<file path="src/rtl/lzd_pkg.sv">
// Shared types and constants for the LZ byte stream decompressor.
// No dependencies; every other file except lzd_stream_if imports this package.
`default_nettype none

package lzd_pkg;

  localparam int HISTORY_BITS = 16;
  localparam int HIST_SIZE    = 1 << HISTORY_BITS;
  localparam int CNT_BITS     = HISTORY_BITS + 1;
  localparam int MAX_MATCH    = 31;
  localparam int LEN_BITS     = $clog2(MAX_MATCH + 1);

  // token classification of a lead byte
  localparam logic [1:0] LEAD_TAG = 2'd3;
  localparam logic [2:0] SHORT_ID = 3'd6;
  localparam logic [2:0] LONG_ID  = 3'd7;

  localparam int FIFO_DEPTH    = 4;
  localparam int FIFO_PTR_BITS = $clog2(FIFO_DEPTH);

  typedef enum logic [1:0] {
    ST_OK,
    ST_TRUNC,
    ST_BAD
  } status_t;

  typedef enum logic [1:0] {
    PH_IDLE,
    PH_LEAD,
    PH_DIST_LO
  } phase_t;

  typedef enum logic [1:0] {
    B_IDLE,
    B_EMIT,
    B_MRD,
    B_MWR
  } back_state_t;

  // work for one accepted input word: up to two literals, one copy, a status
  typedef struct packed {
    logic                    lit0_v;
    logic [7:0]              lit0;
    logic                    lit1_v;
    logic [7:0]              lit1;
    logic                    match_v;
    logic [LEN_BITS-1:0]     len;
    logic [HISTORY_BITS-1:0] distance;
    logic                    done;
    status_t                 status;
  } cmd_t;

endpackage

`default_nettype wire

</file>
<file path="src/rtl/lzd_stream_if.sv">
// Valid/ready channel interfaces for compressed input and decompressed output.
// No dependencies.
`default_nettype none

interface lzd_in_if;
  logic       valid;
  logic       ready;
  logic [7:0] in_byte;
  logic       end_of_input;

  modport source (output valid, output in_byte, output end_of_input, input ready);
  modport sink   (input valid, input in_byte, input end_of_input, output ready);
endinterface


`default_nettype wire

</file>
<file path="src/rtl/lzd_front.sv">
// Token parser: accepts compressed words, tracks stream state, checks matches.
// Depends on lzd_pkg and lzd_stream_if.
`default_nettype none

module lzd_front
  import lzd_pkg::*;
(
  input  wire logic clk,
  input  wire logic rst,
  lzd_in_if.sink    in_chan,
  input  wire logic fifo_full,
  output logic      push,
  output cmd_t      push_data
);

  phase_t              phase, phase_next;
  logic [7:0]          held_lead, held_lead_next;
  logic [7:0]          held_dhi, held_dhi_next;
  status_t             err, err_next;
  logic [CNT_BITS-1:0] bw, bw_next;
  cmd_t                cmd;
  logic                accept;

  assign in_chan.ready = !fifo_full;
  assign accept        = in_chan.valid && in_chan.ready;

  always_comb begin
    logic [7:0]              b;
    logic [HISTORY_BITS-1:0] distance;
    logic [LEN_BITS-1:0]     len;
    logic                    try_match;
    logic [CNT_BITS:0]       sum;
    logic [1:0]              nlits;
    b              = in_chan.in_byte;
    len            = held_lead[LEN_BITS-1:0];
    distance       = '0;
    try_match      = 1'b0;
    phase_next     = phase;
    held_lead_next = held_lead;
    held_dhi_next  = held_dhi;
    err_next       = err;
    cmd            = '0;
    cmd.status     = ST_OK;

    if (err == ST_OK) begin
      phase_next = PH_IDLE;
      unique case (phase)
        PH_DIST_LO: begin
          try_match = 1'b1;
          distance  = {held_dhi, b};
        end
        PH_LEAD: begin
          if (held_lead[7:5] == LONG_ID && in_chan.end_of_input) begin
            err_next = ST_TRUNC;
          end else if (b[7]) begin
            // held lead was a plain byte; reparse this one
            cmd.lit0_v = 1'b1;
            cmd.lit0   = held_lead;
            if (b[7:6] != LEAD_TAG) begin
              cmd.lit1_v = 1'b1;
              cmd.lit1   = b;
            end else if (in_chan.end_of_input) begin
              err_next = ST_TRUNC;
            end else begin
              held_lead_next = b;
              phase_next     = PH_LEAD;
            end
          end else if (held_lead[7:5] == SHORT_ID) begin
            try_match = 1'b1;
            distance  = {8'd0, b};
          end else begin
            held_dhi_next = b;
            phase_next    = PH_DIST_LO;
          end
        end
        default: begin
          if (b[7:6] != LEAD_TAG) begin
            cmd.lit1_v = 1'b1;
            cmd.lit1   = b;
          end else if (in_chan.end_of_input) begin
            err_next = ST_TRUNC;
          end else begin
            held_lead_next = b;
            phase_next     = PH_LEAD;
          end
        end
      endcase
    end

    if (try_match) begin
      if (distance == '0 || {1'b0, distance} > bw || len == '0) begin
        err_next = ST_BAD;
      end else begin
        cmd.match_v  = 1'b1;
        cmd.len      = len;
        cmd.distance = distance;
      end
    end

    nlits = {1'b0, cmd.lit0_v} + {1'b0, cmd.lit1_v};
    sum   = {1'b0, bw} + (CNT_BITS + 1)'(nlits)
            + (cmd.match_v ? (CNT_BITS + 1)'(cmd.len) : '0);
    bw_next = (sum > (CNT_BITS + 1)'(HIST_SIZE)) ? CNT_BITS'(HIST_SIZE) : sum[CNT_BITS-1:0];

    if (in_chan.end_of_input) begin
      cmd.done       = 1'b1;
      cmd.status     = err_next;
      phase_next     = PH_IDLE;
      held_lead_next = '0;
      held_dhi_next  = '0;
      err_next       = ST_OK;
      bw_next        = '0;
    end
  end

  assign push      = accept && (cmd.lit0_v || cmd.lit1_v || cmd.match_v || cmd.done);
  assign push_data = cmd;

  always_ff @(posedge clk) begin
    if (rst) begin
      phase     <= PH_IDLE;
      held_lead <= '0;
      held_dhi  <= '0;
      err       <= ST_OK;
      bw        <= '0;
    end else if (accept) begin
      phase     <= phase_next;
      held_lead <= held_lead_next;
      held_dhi  <= held_dhi_next;
      err       <= err_next;
      bw        <= bw_next;
    end
  end

endmodule

`default_nettype wire

</file>
<file path="src/flat_wrapper.sv">
// flat-port wrapper written by rule: the top's interface ports become plain ports
module lzd_front_flat import lzd_pkg::*;
  (clk, rst, fifo_full, push, push_data, in_chan_valid, in_chan_in_byte, in_chan_end_of_input, in_chan_ready);
  lzd_in_if in_chan_i ();
  input  wire logic clk;
  input  wire logic rst;
  input  wire logic fifo_full;
  output logic push;
  output cmd_t push_data;
  input wire logic [$bits(in_chan_i.valid)-1:0] in_chan_valid;
  input wire logic [$bits(in_chan_i.in_byte)-1:0] in_chan_in_byte;
  input wire logic [$bits(in_chan_i.end_of_input)-1:0] in_chan_end_of_input;
  output wire logic [$bits(in_chan_i.ready)-1:0] in_chan_ready;
  assign in_chan_i.valid = in_chan_valid;
  assign in_chan_i.in_byte = in_chan_in_byte;
  assign in_chan_i.end_of_input = in_chan_end_of_input;
  assign in_chan_ready = in_chan_i.ready;
  lzd_front u_core (.clk(clk), .rst(rst), .in_chan(in_chan_i), .fifo_full(fifo_full), .push(push), .push_data(push_data));
endmodule
</file>
<file path="config.mk">
export PLATFORM = sky130hd
export DESIGN_NAME = lzd_front_flat
export DESIGN_NICKNAME = d
export VERILOG_FILES = /design/src/rtl/lzd_pkg.sv /design/src/rtl/lzd_stream_if.sv /design/src/rtl/lzd_front.sv /design/src/flat_wrapper.sv
export SDC_FILE = /design/constraint.sdc
export NUM_CORES = 1
export LEC_CHECK = 0
export ABC_AREA = 0
export BUFFER_PORTS_ARGS = -buffer_cell sky130_fd_sc_hd__buf_4
export CAP_MARGIN = 10
export CORE_UTILIZATION = 28
export CTS_BUF_LIST = sky130_fd_sc_hd__clkbuf_8
export DETAILED_ROUTE_END_ITERATION = 10
export PLACE_DENSITY = 0.55
export SYNTH_ARGS = -nofsm -noshare
export SYNTH_HDL_FRONTEND = slang
export SYNTH_SLANG_ARGS = --single-unit
export TNS_END_PERCENT = 20
</file>
<file path="constraint.sdc">
create_clock -name clk -period 14 [get_ports clk]
set_clock_uncertainty 0.1 [all_clocks]
set_input_delay 0.7 -clock clk [delete_from_list [all_inputs] [get_ports clk]]
set_output_delay 0.7 -clock clk [all_outputs]
set_load 0.02 [all_outputs]
</file>
==> impl_summary.log <==
[metrics] root cell of the clock tree: sky130_fd_sc_hd__clkbuf_8
[metrics] endpoint required time on the critical path: approximately 14000 ps
[metrics] wire length of the first global-routing pass: around 16000 um
[metrics] maximum fanout along the worst path: 12
[metrics] CTS Hold Buffers Added: 0
[metrics] maximum vdd ir drop: around 0.032 mV
[metrics] CTS clk-pin slew, worst paths: roughly 80 ps
[metrics] number of maximum-capacitance violations: 0
[metrics] leading cell types by total area after synthesis: sky130_fd_sc_hd__dfxtp_1 23%, sky130_fd_sc_hd__ha_1 10%, sky130_fd_sc_hd__and2_1 7.9%
[metrics] top flip-flop cell by instance count after synthesis: sky130_fd_sc_hd__dfxtp_1
[metrics] power share of the clock group: 41.0%
[metrics] total routed wirelength: between 9000 and 10000 um
[metrics] switching power: 65.1 uW
[metrics] area growth from synthesis to layout: 19.4%
[metrics] most common cell after layout, fill and taps aside: sky130_fd_sc_hd__buf_4
[metrics] critical path startpoint category: flip-flop
[metrics] number of antenna repair diodes: 0
[metrics] Die Span Y: 108 um
[metrics] fraction of final layout cells with drive strength greater than 1: between 15 and 20%
[metrics] setup slack at placement: between 6000 and 7000 ps
[metrics] # Post-CTS Setup Buffers: 0
[metrics] All-Layer GR Usage: between 10% and 20%
[metrics] fraction of synthesis flops using an asynchronous set or reset pin: 0%
[metrics] Setup WS post-layout: approximately 6700 ps
[metrics] Sequential Power Share: 44.9%
[metrics] cell-by-cell listing of the critical path: inv_1 -> ha_1 -> or3_1 -> nor2_1 -> and2_1 -> ha_1 -> nor2b_1 -> o21ai_0 -> a21oi_1 -> a2111oi_0 -> o22ai_1 -> a221oi_2 -> and2_1 -> fa_1 -> ha_1 -> fa_1 -> a211oi_2 -> nor2_1 -> xnor2_1 -> nand3_1 -> or4_1 -> nor3_2 -> o21ai_0 -> o21ai_0
[metrics] area of the core: approximately 11000 um^2
[metrics] DR WL/cell: roughly 16 um
[metrics] Post-layout nets: ~500
[metrics] DP Area: about 3700 um^2
[metrics] count of cells resized by post-cts repair: 0
[metrics] Critical Path Max Stage Delay: 620 ps
[metrics] Setup TNS Final: 0 ps
[metrics] detailed-route DRC error count: 0
[metrics] share of Yosys cell area claimed by the top area cell type: between 20% and 30%
[metrics] final worst-path cycle share: a little over half
[metrics] initial antenna violation count: 0
[metrics] type of the tightest min-delay check: flip-flop to flip-flop
[metrics] cell area after synthesis: roughly 3200 um^2
[metrics] initial core utilization: between 20 and 30%
[metrics] iteration count of the initial detailed-routing pass: 4
[metrics] Slew Viols, Final: 0
[metrics] worst path arrival time: 7440 ps
[metrics] power per cell area: 61.9 nW/um^2
[metrics] power consumption: between 200 and 250 uW
[metrics] Horiz. Die Dim: between 100 and 150 um
[metrics] Critical Path Start: u_core.phase[0]$_SDFFE_PP0P_
[metrics] area enclosed by the die boundary: roughly 12000 um^2
[metrics] final standard cell count with taps included and fillers excluded: approximately 600
[metrics] number of clock sinks: 36
[metrics] post-synthesis register bit count: 36
[metrics] startpoint of the lowest-slack register-to-register path: u_core.phase[0]$_SDFFE_PP0P_
[metrics] initial DRC count: approximately 120
[metrics] vias in the first global route: roughly 3000
[metrics] leading cell types in the layout, fill and taps excluded: 57 x sky130_fd_sc_hd__buf_4, 50 x sky130_fd_sc_hd__nor2_1, 40 x sky130_fd_sc_hd__and2_1
[metrics] cell internal power dissipation: roughly 170 uW
[metrics] run status: finished clean
[metrics] launch point of the worst hold path: u_core.err[0]$_SDFFE_PP0P_
[metrics] crit path kind: flip-flop to flip-flop
[metrics] cell with the biggest individual delay on the critical path: sky130_fd_sc_hd__nor3_2
[metrics] Remaining Overflow, GRT: 0
[metrics] Worst setup EP type: flip-flop
[metrics] number of cells after detailed placement: 588
[metrics] ANT nets after route: 0
[metrics] Max Clock Freq: between 0.1 and 0.15 GHz
[metrics] Min Clock Period, post-route: about 7300 ps
[metrics] maximum number of pins on one net before global-route repair: 33
[metrics] maximum buffer depth of the clock tree: 2
[metrics] switching part of the total: between 20% and 30%
[metrics] Layout Cell Area excl Fill: about 3800 um^2
[metrics] nets in the synthesized netlist: approximately 450
[metrics] Num CTS Buffers: 5
[metrics] weighted congestion reported at the end of routability-driven placement: 0.876
[metrics] EDFF count, synth: 0
[metrics] buffers added on ports: between 50 and 60
[metrics] share of total power in combinational logic: 14.1%
[metrics] TritonCTS clock tree: done
[metrics] count of final hold-check violations: 0
[metrics] setup repair after global routing missed its margin: no
[metrics] sequential share of the synthesized area: 22.8%
[metrics] number of warnings reported in the yosys synthesis log: 0
[metrics] H-tree levels: 2
[metrics] count of mapped cells out of synthesis: just over 400
[metrics] total of endpoints with negative setup slack in the final report: 0
[metrics] worst skew pair latency: roughly 300 ps
[metrics] HPWL Detailed: between 7000 and 8000 um
[metrics] via total after detailed routing: 3152
[metrics] number of vias per cell: about 5.3
[metrics] standby leakage power: 1.67 nW
[metrics] Slew @ Worst Pin: around 1000 ps
[metrics] Std-Cell Rows: 38
[metrics] top-level port count: a little under 60
[metrics] cell taking the most area after synthesis: sky130_fd_sc_hd__dfxtp_1
[metrics] Cell variety after synth: 62
[metrics] worst slew slack as a fraction of its limit: between 30% and 40%
[metrics] average size of a mapped cell: between 7 and 8 um^2
[state kept, by name (all words and copies together), names as in the netlist]
name              cells
u_core.bw            17
u_core.held_lead      8
u_core.held_dhi       7
u_core.err            2
u_core.phase          2
[synthesized netlist by cell type, drive strengths merged, types with 2 or more instances]
library cell  count
clkbuf           13
xnor2             5
mux2i            15
dfxtp            36
and3             19
o21a              5
and2             40
a21o              4
a211oi            3
nand3b            2
o32ai             2
inv              22
nand2            21
nor3             15
fa                2
buf               8
and4              2
a311oi            3
a31oi             5
o21ai            23
ha               26
nor2b             8
or3               3
a221oi            3
o2111ai           4
a22o              4
a2111oi           2
o21bai            2
xor2              2
a21oi            20
nand2b            6
o31ai             2
nand4             7
nand3             8
nor4              5
nor2             50
[power groups by stage]
| stage | Clock [mW] | Combinational (mW) | Sequential (mW) |
|---|---|---|---|
| after floorplan | 0 | 0.0218 | 0.107 |
| after global placement | 0 | 0.0328 | 0.107 |
| after detailed placement | 0 | 0.0330 | 0.107 |
| after CTS | 0.0980 | 0.0331 | 0.105 |
| after global routing | 0.102 | 0.0361 | 0.105 |
| final | 0.0959 | 0.0329 | 0.105 |
[final cells by class]
cell class              instances  area, um^2
well taps                     140         175
inverters                      22        82.6
fillers                      1219        7160
repair buffers                 57         428
clock inverters                 3        42.5
multi-input cells             333        2260
flip-flops and latches         36         721
clock buffers                   5        68.8
[kinds of logic (layout without fill, tap and decap cells)]
kind of cell | after synthesis | after routing | synth area share, %
AOI/OAI and AO/OA | 89 | 89 | 19.9
other | 1 | 1 | 0.119
DFF | 36 | 36 | 22.8
buffers and inverters | 43 | 87 | 5.82
muxes | 16 | 16 | 5.23
adders and majority gates | 28 | 28 | 11.6
and+or+nand+nor | 192 | 192 | 32.6
xor gates and xnor gates | 7 | 7 | 1.94
[worst paths after layout]
| check | slack [ps] | depth (start not counted) | to |
|---|---|---|---|
| worst max-delay path | 6670 | 24 | u_core.bw[4]$_SDFFE_PP0P_ |
| worst min register to register | 410 | 2 | u_core.err[0]$_SDFFE_PP0P_ |
| worst min-delay path | 410 | 2 | u_core.err[0]$_SDFFE_PP0P_ |
| worst max register to register | 6670 | 24 | u_core.bw[4]$_SDFFE_PP0P_ |
[worst max-delay path, delay by kind of cell, from the launching register on]
kind                       cells  cell delay [ps]
DFF                            1              360
adders and majority gates      5             1680
xor gates and xnor gates       1              190
and+or+nand+nor                9             2690
AOI/OAI and AO/OA              8             2180
buffers and inverters          1               50
[per-layer routing]
layer	part of all wire [%]	track usage, %	vias up
li1	-	-	1555
met1	47	22.3	1509
met2	48	29.6	79
met3	4.3	2.65	9
met4	1.1	4.79	0
met5	0	0	-
[metrics by stage]
| stage | util [%] | hold WS (ps) |
|---|---|---|
| 2_1_floorplan | - | 353 |
| 3_3_place_gp | 33.5 | 392 |
| 3_5_place_dp | 33.5 | 390 |
| 4_1_cts | 34.5 | 406 |
| 5_1_grt | 34.5 | 459 |
| 6_report | 34.5 | 410 |
No activity file was read; power rests on OpenSTA's default activity.
