--- src/rtl/lzd_pkg.sv ---
// Shared types and constants for the LZ byte stream decompressor.
// No dependencies; every other file except lzd_stream_if imports this package.
`default_nettype none

package lzd_pkg;

  localparam int HISTORY_BITS = 16;
  localparam int HIST_SIZE    = 1 << HISTORY_BITS;
  localparam int CNT_BITS     = HISTORY_BITS + 1;
  localparam int MAX_MATCH    = 31;
  localparam int LEN_BITS     = $clog2(MAX_MATCH + 1);

  // token classification of a lead byte
  localparam logic [1:0] LEAD_TAG = 2'd3;
  localparam logic [2:0] SHORT_ID = 3'd6;
  localparam logic [2:0] LONG_ID  = 3'd7;

  localparam int FIFO_DEPTH    = 4;
  localparam int FIFO_PTR_BITS = $clog2(FIFO_DEPTH);

  typedef enum logic [1:0] {
    ST_OK,
    ST_TRUNC,
    ST_BAD
  } status_t;

  typedef enum logic [1:0] {
    PH_IDLE,
    PH_LEAD,
    PH_DIST_LO
  } phase_t;

  typedef enum logic [1:0] {
    B_IDLE,
    B_EMIT,
    B_MRD,
    B_MWR
  } back_state_t;

  // work for one accepted input word: up to two literals, one copy, a status
  typedef struct packed {
    logic                    lit0_v;
    logic [7:0]              lit0;
    logic                    lit1_v;
    logic [7:0]              lit1;
    logic                    match_v;
    logic [LEN_BITS-1:0]     len;
    logic [HISTORY_BITS-1:0] distance;
    logic                    done;
    status_t                 status;
  } cmd_t;

endpackage

`default_nettype wire

--- src/rtl/lzd_cmd_fifo.sv ---
// Small command queue between parser and copy engine.
// Depends on lzd_pkg.
`default_nettype none

module lzd_cmd_fifo
  import lzd_pkg::*;
(
  input  wire logic clk,
  input  wire logic rst,
  input  wire logic push,
  input  cmd_t      push_data,
  input  wire logic pop,
  output cmd_t      pop_data,
  output logic      full,
  output logic      empty
);

  cmd_t                   slots [FIFO_DEPTH];
  logic [FIFO_PTR_BITS-1:0] wr_ptr, rd_ptr;
  logic [FIFO_PTR_BITS:0]   count;

  assign full     = (count == (FIFO_PTR_BITS + 1)'(FIFO_DEPTH));
  assign empty    = (count == '0);
  assign pop_data = slots[rd_ptr];

  always_ff @(posedge clk) begin
    if (push) begin
      slots[wr_ptr] <= push_data;
    end
  end

  always_ff @(posedge clk) begin
    if (rst) begin
      wr_ptr <= '0;
      rd_ptr <= '0;
      count  <= '0;
    end else begin
      if (push) wr_ptr <= wr_ptr + 1'b1;
      if (pop)  rd_ptr <= rd_ptr + 1'b1;
      if (push && !pop)      count <= count + 1'b1;
      else if (pop && !push) count <= count - 1'b1;
    end
  end

endmodule

`default_nettype wire

--- config.mk ---
export PLATFORM = sky130hd
export DESIGN_NAME = lzd_cmd_fifo
export DESIGN_NICKNAME = d
export VERILOG_FILES = /design/src/rtl/lzd_pkg.sv /design/src/rtl/lzd_cmd_fifo.sv
export SDC_FILE = /design/constraint.sdc
export NUM_CORES = 1
export LEC_CHECK = 0
export BUFFER_PORTS_ARGS = -buffer_cell sky130_fd_sc_hd__buf_2
export CAP_MARGIN = 10
export CORE_MARGIN = 10
export CORE_UTILIZATION = 40
export DETAILED_ROUTE_END_ITERATION = 7
export HOLD_SLACK_MARGIN = 0.06
export REMOVE_ABC_BUFFERS = 1
export SYNTH_ARGS = -nofsm -noshare
export SYNTH_HDL_FRONTEND = slang
export SYNTH_SLANG_ARGS = --single-unit
--- constraint.sdc ---
create_clock -name clk -period 5.4 [get_ports clk]
set_input_delay 1.35 -clock clk [delete_from_list [all_inputs] [get_ports clk]]
set_output_delay 1.35 -clock clk [all_outputs]
set_load 0.02 [all_outputs]
==> results.md, run 1 <==
- GP Congestion: 0.663
- Worst path arrival time: 2.18 ns
- Max-cap violations: 0
- Fin. max-slew vios: 0
- Post-Synth Adder-Cell Area: 1.23%
- Leak: 2.72 nW
- Post-route clock period utilization: approximately two thirds
- Vias in the first global route: 3283
- Gr usage total: 11.2%
- Rel. slew slack: 40.6%
- Setup bufs post-CTS: 0
- Total CTS buffers: 17
- Syn. warnings: 0
- Area share of and/or/nand/nor cells after synthesis: 1.10%
- Synth Area in XOR/XNOR: 0.655%
- CTS root buffer: clkbuf_16
- Mux share of post-synthesis cell area: 14.9%
- Die width: 149 µm
- DRT Wirelength: 11900 µm
- Crit end category: output pin
- Largest family of logic cells by synthesized area: multiplexers
- Die height: 149 µm
- Crit Reg-Reg Endpoint: slots[0][2]
- Pre-antenna DRT Iters: 4
- Setup Skew: about 0.007 ns
- Crit Path Max Fanout: 43
- Worst-margin pin slew: about 0.9 ns
- Hold Path Depth: 2
- Worst R2R Setup Slack: around 3.7 ns
- Antenna Nets Post-Route: 0
- Commonest non-fill, non-tap cell in the layout: edfxtp_1
- Worst R2R Start: wr_ptr[0]
- Grt ovf: 0
- Max Clk Rate: 0.283 GHz
- Compound-cell area share of the yosys netlist: 0.150%
- Gate Count Post-Synth: 269
- Cell Area, Synth: 6690 µm²
- Reg clk slew, reported paths: 0.07 ns
- Die area: 22300 µm²
- WL/cell: around 20 µm
- Initial core utilization: 40.6%
- Worst-skew pair later-pin latency: 0.42 ns
- CTS tree: done
- Cts repair resizes: 0
- Final net count: 426
- Kind of critical path: reg2out
- Max VDD drop: 0.195 mV
- Vias per Instance: 4.88
- Distinct cells, synth: 22
- Worst r2r path cells: 4
- CTS max path bufs: 2
- DR vias: 2962
- Worst hold path endpoint: count[2]
- Setup TNS: 0 ns
- Hold Startpoint: count[2]
- Crit path required time: 4.05 ns
- Layout cell share with drive strength beyond 1: 44.8%
- Startpoint type of the worst setup path: flip-flop
- Area grow syn2layout: 19.6%
- Min setup slack post-route: 1.87 ns
- Post-detail-place hpwl: ~7100 µm
- Hold Buf Count CTS: 0
- 1st-iter DRT viols: 151
- Power Total: 3.30 mW
- Endpoints failing hold: 0
- Syn avg cell area: 24.9 µm²
- FP Rows: 47
- First-pass GRT wire length: 18500 µm
- CTS sink count: 181
- H-tree lvl count: 4
- Fin crit period: 3.53 ns
- Power per cell area: 412 nW/µm²
- Number of synthesized register bits: 181
- Final setup vio count: 0
- DRC violations left: 0
- Core area: between 15000 and 20000 µm²
- Unrepaired setup endpoints after global routing: false
- I/O pin count: 92
- Hold Path Class: reg2reg
- Initial antenna violation count: 2
- Pre-CTS setup slack: roughly 2.2 ns
- IO Port Bufs: between 90 and 100
- Post-synthesis sequential area ratio: 79.9%
- Status: finished, final reports clean
- Largest net degree at the start of global routing: 44
- Commonest cells after routing, fill and taps aside: edfxtp_1, buf_2, mux4_2
==> how the worst max path moves through the flow <==
stage	startpoint	end	slack, ns	depth (start not counted)
global route	flip-flop	pop_data[29]	1.65	2
finish	flip-flop	pop_data[29]	1.87	2
global placement	flip-flop	pop_data[38]	2.22	2
floorplan	flip-flop	pop_data[29]	1.38	1
CTS	flip-flop	pop_data[29]	1.75	2
detailed placement	flip-flop	pop_data[29]	2.22	2
==> metal layers <==
metal | vias to the layer above | GRT usage [%] | wire length, µm
li1 | 1335 | - | -
met1 | 1523 | 12.7 | 4820
met2 | 78 | 17.9 | 5940
met3 | 24 | 5.01 | 876
met4 | 2 | 5.40 | 263
met5 | - | 0 | 7
==> logic make-up after synthesis <==
| group | count (synthesis) |
|---|---|
| DFF | 181 |
| muxes | 45 |
| buffers and inverters | 15 |
| and+or+nand+nor | 15 |
| adders and majority gates | 6 |
| xor gates and xnor gates | 5 |
| AOI/OAI and AO/OA | 2 |
==> flip-flops by register name, indices dropped and copies added (netlist names), named ones only <==
signal / cells
slots: 172
count: 3
rd_ptr: 2
wr_ptr: 2
==> area by class of cell <==
| cell class | count | area (µm²) |
|---|---|---|
| antenna | 1 | 2.50 |
| multi-input combinational | 73 | 1210 |
| clock inverter | 15 | 226 |
| clock buffer | 17 | 425 |
| sequential | 181 | 5350 |
| inverter | 4 | 15.0 |
| timing repair buffer | 96 | 493 |
| fill | 1391 | 8460 |
| tap | 220 | 275 |
==> report_power, final <==
group	internal, mW	switching (mW)
sequential	1.61	0.0414
combinational	0.135	0.178
clock	0.825	0.508
==> per-stage QoR <==
stage / instances / utilization [%] / hold WS (ns) / cell area, µm²
floorplan: 258 / - / 0.460 / 6570
global placement: 574 / 44.6 / 0.482 / 7350
detailed placement: 574 / 44.6 / 0.497 / 7350
CTS: 606 / 48.6 / 0.507 / 8000
global route: 606 / 48.6 / 0.536 / 8000
finish: 607 / 48.6 / 0.508 / 8000
==> critical path, stage by stage (launching register included) <==
cell	delay [ns]
dfxtp_4	0.95
mux4_1	0.63
buf_2	0.17
==> cells in the mapped netlist (all sizes together) <==
| cell type | number | area [µm²] |
|---|---|---|
| nand2 | 1 | 3.75 |
| clkbuf | 2 | 7.51 |
| inv | 4 | 15.0 |
| ha | 5 | 62.6 |
| or3 | 1 | 6.26 |
| xor2 | 3 | 26.3 |
| xnor2 | 2 | 17.5 |
| buf | 9 | 111 |
| mux4 | 43 | 980 |
| mux2i | 2 | 20.0 |
| fa | 1 | 20.0 |
| nor3 | 1 | 5.00 |
| and2 | 4 | 25.0 |
| nor2 | 7 | 26.3 |
| o21ai | 1 | 5.00 |
| dfxtp | 9 | 180 |
| a21oi | 1 | 5.00 |
| edfxtp | 172 | 5160 |
| nor3b | 1 | 7.51 |
No activity file was read; power rests on OpenSTA's default activity.
==> run 2: changes to the inputs <==
ABC_AREA = 1   (was not set)
clock period = 3.2 ns   (was 5.4 ns; I/O delays follow)
==> run 2 against run 1 <==
Effect of this change: first-iteration DRC count rose by 70%; clock skew rose by 0.0024 ns; die area rose by 1.4%; clock power rose by 64%; total power rose by 66%; final cell count rose by 32%; core utilization rose by 0.31 points; global-route usage rose by 1.9 points; sequential share of layout area fell by 1.2 points; non-clock buffer count rose by 6; setup slack got worse by 1.5 ns; final area rose by 1.7%; critical endpoint is now pop_data[42]; largest power group unchanged.
==> results.md, run 2 <==
- Post-detail-place hpwl: 8980 µm (was 7070 µm)
- Cts repair resizes: 0 (unchanged)
- Fin crit period: 2.84 ns
- Yosys top cell by area: edfxtp_1 (unchanged)
- CTS root buffer: clkbuf_16 (unchanged)
- Fin. max-slew vios: 0 (unchanged)
- Die area: 22600 µm² (was 22300 µm²)
- DR vias: 4067 (was 2962)
- Top cell type's share of synthesized area: 76.0% (was 77.2%)
- Setup TNS: 0 ns (unchanged)
- Power per cell area: 671 nW/µm² (was 412 nW/µm²)
- Rel. slew slack: 60.1% (was 40.6%)
- Leak: 2.90 nW (was 2.72 nW)
- Final setup vio count: 0 (unchanged)
- Worst-margin pin slew: 0.597 ns (was 0.892 ns)
- 1st-iter DRT viols: 257 (was 151)
- Kind of critical path: reg2out (unchanged)
- WL/cell: 18.3 µm (was 19.6 µm)
- Reg with most FFs: slots (unchanged)
- Syn avg cell area: 14.4 µm² (was 24.9 µm²)
- Area contributors post-synth: edfxtp_1, o21ai_0, nor2_1 (was edfxtp_1, mux4_2, dfxtp_1)
- Commonest non-fill, non-tap cell in the layout: edfxtp_1 (unchanged)
- Core area: 16600 µm² (was 16500 µm²)
- Async SR Flop Fraction: 0% (unchanged)
- Layout cell share with drive strength beyond 1: 23.3% (was 44.8%)
- Hold Path Depth: 1 (was 2)
- Final net count: 621 (was 426)
- Post-Place Cells: 769 (was 574)
- Min setup slack post-route: 0.357 ns (was 1.87 ns)
- Worst path arrival time: 2.04 ns (was 2.18 ns)
- Initial core utilization: 40.9% (was 40.6%)
- Main synth FF type: edfxtp_1 (unchanged)
- Hold Path Class: reg2reg (unchanged)
- Cell Area, Synth: 6800 µm² (was 6690 µm²)
- Hold Buf Count CTS: 0 (unchanged)
- Final cell count without fillers: 801 (was 607)
- Worst-skew pair later-pin latency: 0.42 ns (about the same)
- DRC violations left: 0 (unchanged)
- Vias per Instance: 5.08 (was 4.88)
- Initial antenna violation count: 3 (was 2)
- H-tree lvl count: 4 (unchanged)
- IO Port Bufs: 91 (unchanged)
- Vias in the first global route: 4080 (was 3283)
- Reg clk slew, reported paths: 0.06 ns (was 0.07 ns)
- Status: finished, final reports clean (unchanged)
- First-pass GRT wire length: 22400 µm (was 18500 µm)
- Pre-CTS setup slack: 0.776 ns (was 2.22 ns)
- Antenna Nets Post-Route: 0 (unchanged)
- Top cells by count, synth: edfxtp_1, nor2_1, o21ai_0 (was edfxtp_1, mux4_2, dfxtp_1)
- I/O pin count: 92 (unchanged)
- Setup bufs post-CTS: 0 (unchanged)
- Largest net degree at the start of global routing: 45 (was 44)
- Number of synthesized register bits: 181 (unchanged)
- Area grow syn2layout: 19.7% (was 19.6%)
- GP Congestion: 0.708 (was 0.663)
- CTS max path bufs: 2 (unchanged)
- Count leader, synth: edfxtp_1 (unchanged)
- Pre-antenna DRT Iters: 4 (unchanged)
- Post-route clock period utilization: roughly 90%
- Gr usage total: 13.1% (was 11.2%)
- CTS tree: done (unchanged)
- Largest registers: slots (172), count (3) (unchanged)
- Crit path required time: 2.40 ns (was 4.05 ns)
- Crit end category: output pin (unchanged)
- Distinct cells, synth: 20 (was 22)
- Worst r2r path cells: 5 (was 4)
- Gate Count Post-Synth: 473 (was 269)
- Endpoints failing hold: 0 (unchanged)
- Total CTS buffers: 17 (unchanged)
- Post-synth EDFFs: 172 (unchanged)
- Die height: 150 µm (was 149 µm)
- Max-cap violations: 0 (unchanged)
- Unrepaired setup endpoints after global routing: false (unchanged)
- Syn. warnings: 0 (unchanged)
- CTS sink count: 181 (unchanged)
- Setup Skew: 0.00960 ns (was 0.00719 ns)
- FP Rows: 47 (unchanged)
- Max VDD drop: 0.383 mV (was 0.195 mV)
- Max Clk Rate: 0.352 GHz
- Startpoint type of the worst setup path: flip-flop (unchanged)
- Crit Path Max Fanout: 24 (was 43)
- Die width: 150 µm (was 149 µm)
- DRT Wirelength: 14700 µm (was 11900 µm)
- Commonest cells after routing, fill and taps aside: edfxtp_1, nor2_1, buf_2 (was edfxtp_1, buf_2, mux4_2)
- Post-synthesis sequential area ratio: 78.6% (was 79.9%)
- Largest register FFs: 172 (unchanged)
- Grt ovf: 0 (unchanged)
-- run 2: cell type report --
cell class	count	area [µm²]
Fill cell	1427	8500
Clock buffer	21	440
Inverter	17	63.8
Antenna cell	1	2.50
Multi-Input combinational cell	249	1230
Tap cell	220	275
Timing Repair Buffer	102	601
Sequential cell	181	5350
Clock inverter	10	179
-- run 2: final timing paths --
kind	slack, ns	start	endpoint
worst max-delay path	0.36	flip-flop	pop_data[42]
worst min-delay path	0.48	rd_ptr[1]	rd_ptr[1]
worst max register to register	1.51	wr_ptr[0]	slots[0][0]
worst min register to register	0.48	rd_ptr[1]	rd_ptr[1]
-- run 2: per-layer routing --
layer | GRT usage [%] | wire length, µm | vias to the layer above
met5 | 0 | 35 | -
met4 | 3.79 | 100 | 4
met3 | 5.04 | 1100 | 13
met2 | 20.7 | 7090 | 116
met1 | 16.5 | 6340 | 1986
li1 | - | - | 1948
-- run 2: kinds of logic after synthesis --
logic type / after synthesis / synth area share [%]
flops: 181 / 78.6
compound gates: 137 / 10.9
xor+xnor: 1 / 0.129
simple gates: 105 / 5.89
fa+ha+maj: 6 / 1.21
buf+inv: 43 / 3.29
-- run 2: report_power, final --
part           switching, mW  internal, mW  leakage, nW
combinational          0.372         0.168        0.944
clock                  0.802          1.38        0.297
sequential            0.0389          2.70         1.66
total                   1.21          4.25         2.90
-- run 2: through the flow --
stage / total power, mW / instance area [µm²] / utilization, % / hold slack, ns
6_report: 5.46 / 8140 / 48.9 / 0.481
5_1_grt: 5.68 / 8140 / 48.9 / 0.498
4_1_cts: 5.52 / 8140 / 48.9 / 0.475
3_5_place_dp: 3.35 / 7520 / 45.2 / 0.458
3_3_place_gp: 3.33 / 7520 / 45.2 / 0.447
2_1_floorplan: 3.09 / 6640 / - / 0.412
-- run 2: critical path, cell delays in order (launching register included) --
cell	delay [ns]
dfxtp_2	0.60
buf_4	0.35
o21ai_0	0.13
o22ai_1	0.30
buf_2	0.23
==> run 3: changes to the inputs <==
--- a/config.mk
+++ b/config.mk
@@ -15,2 +15,3 @@
 export REMOVE_ABC_BUFFERS = 1
+export SLEW_MARGIN = 0
 export SYNTH_ARGS = -nofsm -noshare
--- a/constraint.sdc
+++ b/constraint.sdc
@@ -3,2 +3,2 @@
 set_output_delay 0.8 -clock clk [all_outputs]
-set_load 0.02 [all_outputs]
+set_load 0.01 [all_outputs]
==> run 3 against run 2 <==
Effect of this change: hold slack worse by 0.025 ns; flip-flop and latch count unchanged; final area up 0.25%; non-clock buffer count unchanged; core utilization increased by 0.12 points; global-route usage grew 0.080 points; final cell count grew 0.12%; clock skew down 0.0034 ns; sequential power about the same; first-iteration DRC count shrank 0.39%.
==> results.md, run 3 (same netlist as run 2, synthesis figures left out) <==
- Leak: 2.91 nW (was 2.90 nW)
- Max-cap violations: 0 (unchanged)
- Crit end category: output pin (unchanged)
- FP Rows: 47 (unchanged)
- DRC violations left: 0 (unchanged)
- Rel. slew slack: 63.2% (was 60.1%)
- Area grow syn2layout: 20.0% (was 19.7%)
- CP max stage cell: dfxtp_2 (unchanged)
- Initial antenna violation count: 3 (unchanged)
- Commonest non-fill, non-tap cell in the layout: edfxtp_1 (unchanged)
- 1st-iter DRT viols: 256 (was 257)
- Power per cell area: 663 nW/µm² (was 671 nW/µm²)
- Largest net degree at the start of global routing: 57 (was 45)
- Cts repair resizes: 0 (unchanged)
- Commonest cells after routing, fill and taps aside: edfxtp_1, nor2_1, buf_2 (unchanged)
- Final net count: 621 (unchanged)
- CTS root buffer: clkbuf_16 (unchanged)
- Reg with most FFs: slots (unchanged)
- Antenna Nets Post-Route: 0 (unchanged)
- IO Port Bufs: 91 (unchanged)
- Startpoint type of the worst setup path: flip-flop (unchanged)
- Hold Path Class: reg2reg (unchanged)
- GP Congestion: 0.710 (was 0.708)
- Die width: 150 µm (unchanged)
- Initial core utilization: 40.9% (unchanged)
- Fin. max-slew vios: 0 (unchanged)
- CTS max path bufs: 2 (unchanged)
- Core area: 16600 µm² (unchanged)
- Endpoints failing hold: 0 (unchanged)
- CP max stage delay: 0.50 ns (was 0.60 ns)
- I/O pin count: 92 (unchanged)
- Vias in the first global route: 4206 (was 4080)
- Fin crit period: 2.72 ns (was 2.84 ns)
- Max VDD drop: 0.375 mV (was 0.383 mV)
- Hold Buf Count CTS: 0 (unchanged)
- Largest registers: slots (172), count (3) (unchanged)
- Post-Place Cells: 769 (unchanged)
- DRT Wirelength: 14500 µm (was 14700 µm)
- Unrepaired setup endpoints after global routing: false (unchanged)
- Core Util, Final: 49.0% (was 48.9%)
- Grt ovf: 0 (unchanged)
- Reg clk slew, reported paths: 0.07 ns (was 0.06 ns)
- Setup bufs post-CTS: 0 (unchanged)
- CTS tree: done (unchanged)
- Crit Path Max Fanout: 30 (was 24)
- Setup Skew: 0.00622 ns (was 0.00960 ns)
- Worst path arrival time: 1.92 ns (was 2.04 ns)
- Kind of critical path: reg2out (unchanged)
- First-pass GRT wire length: 22700 µm (was 22400 µm)
- Vias per Instance: 5.09 (was 5.08)
- Worst-path cell chain: buf_4, o21ai_0, o22ai_1, buf_2 (unchanged)
- CP delay by family, top: buffers and inverters (was flip-flops)
- Total CTS buffers: 17 (unchanged)
- Gr usage total: 13.2% (was 13.1%)
- Worst R2R Setup Slack: 1.56 ns (was 1.51 ns)
- Largest register FFs: 172 (unchanged)
- Crit path required time: 2.40 ns (about the same)
- Post-route clock period utilization: 84.9% (was 88.8%)
- DR vias: 4079 (was 4067)
- Layout cell share with drive strength beyond 1: 24.4% (was 23.3%)
- Worst-skew pair later-pin latency: 0.42 ns (about the same)
- Buffers & Inverters on Critical Path: 2 (unchanged)
- Die area: 22600 µm² (unchanged)
- Final setup vio count: 0 (unchanged)
- Worst-margin pin slew: 0.551 ns (was 0.597 ns)
- Status: finished, final reports clean (unchanged)
- CTS sink count: 181 (unchanged)
- Final cell count without fillers: 802 (was 801)
- Die height: 150 µm (unchanged)
- Post-detail-place hpwl: 8670 µm (was 8980 µm)
- H-tree lvl count: 4 (unchanged)
- Max Clk Rate: 0.368 GHz (was 0.352 GHz)
- Pre-antenna DRT Iters: 6 (was 4)
- WL/cell: 18.1 µm (was 18.3 µm)
==> run 3: cell types whose count changed in the layout (fill, tap and decap cells not counted) <==
cell        delta
clkbuf_1       -4
bufinv_16      -1
clkinv_1       -2
buf_12         +1
inv_8          +1
clkinv_2       +3
inv_6          +1
clkinvlp_4     +1
buf_4          -1
clkinv_4       +2
==> run 3: final cells by class <==
class | instances | area, µm²
fill | 1403 | 8480
sequential | 181 | 5350
multi-input combinational | 249 | 1230
timing repair buffer | 102 | 613
clock buffer | 17 | 425
tap | 220 | 275
clock inverter | 15 | 201
inverter | 17 | 63.8
antenna | 1 | 2.50
==> run 3: through the flow <==
stage / cell area, µm² / total power [mW] / hold WS [ns] / worst slack (ns) / TNS (ns)
2_1_floorplan: 6640 / 3.03 / 0.412 / -0.385 / -16.16
3_3_place_gp: 7530 / 3.27 / 0.439 / 0.967 / 0
3_5_place_dp: 7530 / 3.28 / 0.434 / 0.936 / 0
4_1_cts: 8160 / 5.46 / 0.451 / 0.447 / 0
5_1_grt: 8160 / 5.62 / 0.463 / 0.350 / 0
6_report: 8160 / 5.41 / 0.456 / 0.484 / 0
==> run 3: where the power goes <==
group | internal, mW | leakage, nW | switching, mW
Combinational | 0.170 | 0.949 | 0.314
Sequential | 2.70 | 1.66 | 0.0349
Clock | 1.31 | 0.305 | 0.873
Total | 4.19 | 2.91 | 1.22
==> run 3: path summary, 6_finish.rpt <==
kind,startpoint,endpoint,cells after the start
hold / removal,rd_ptr[1],flip-flop,1
setup reg to reg,wr_ptr[1],slots[1][5],5
hold reg to reg,rd_ptr[1],flip-flop,1
setup / recovery,flip-flop,pop_data[27],4
==> run 3: metal layers <==
metal  GRT usage, %  vias to the layer above  share of wire, %
li1               -                     1952                 -
met1           16.1                     2004                44
met2           20.7                       96                47
met3           5.10                       23               6.9
met4           5.10                        4               1.5
met5              0                        -              0.14
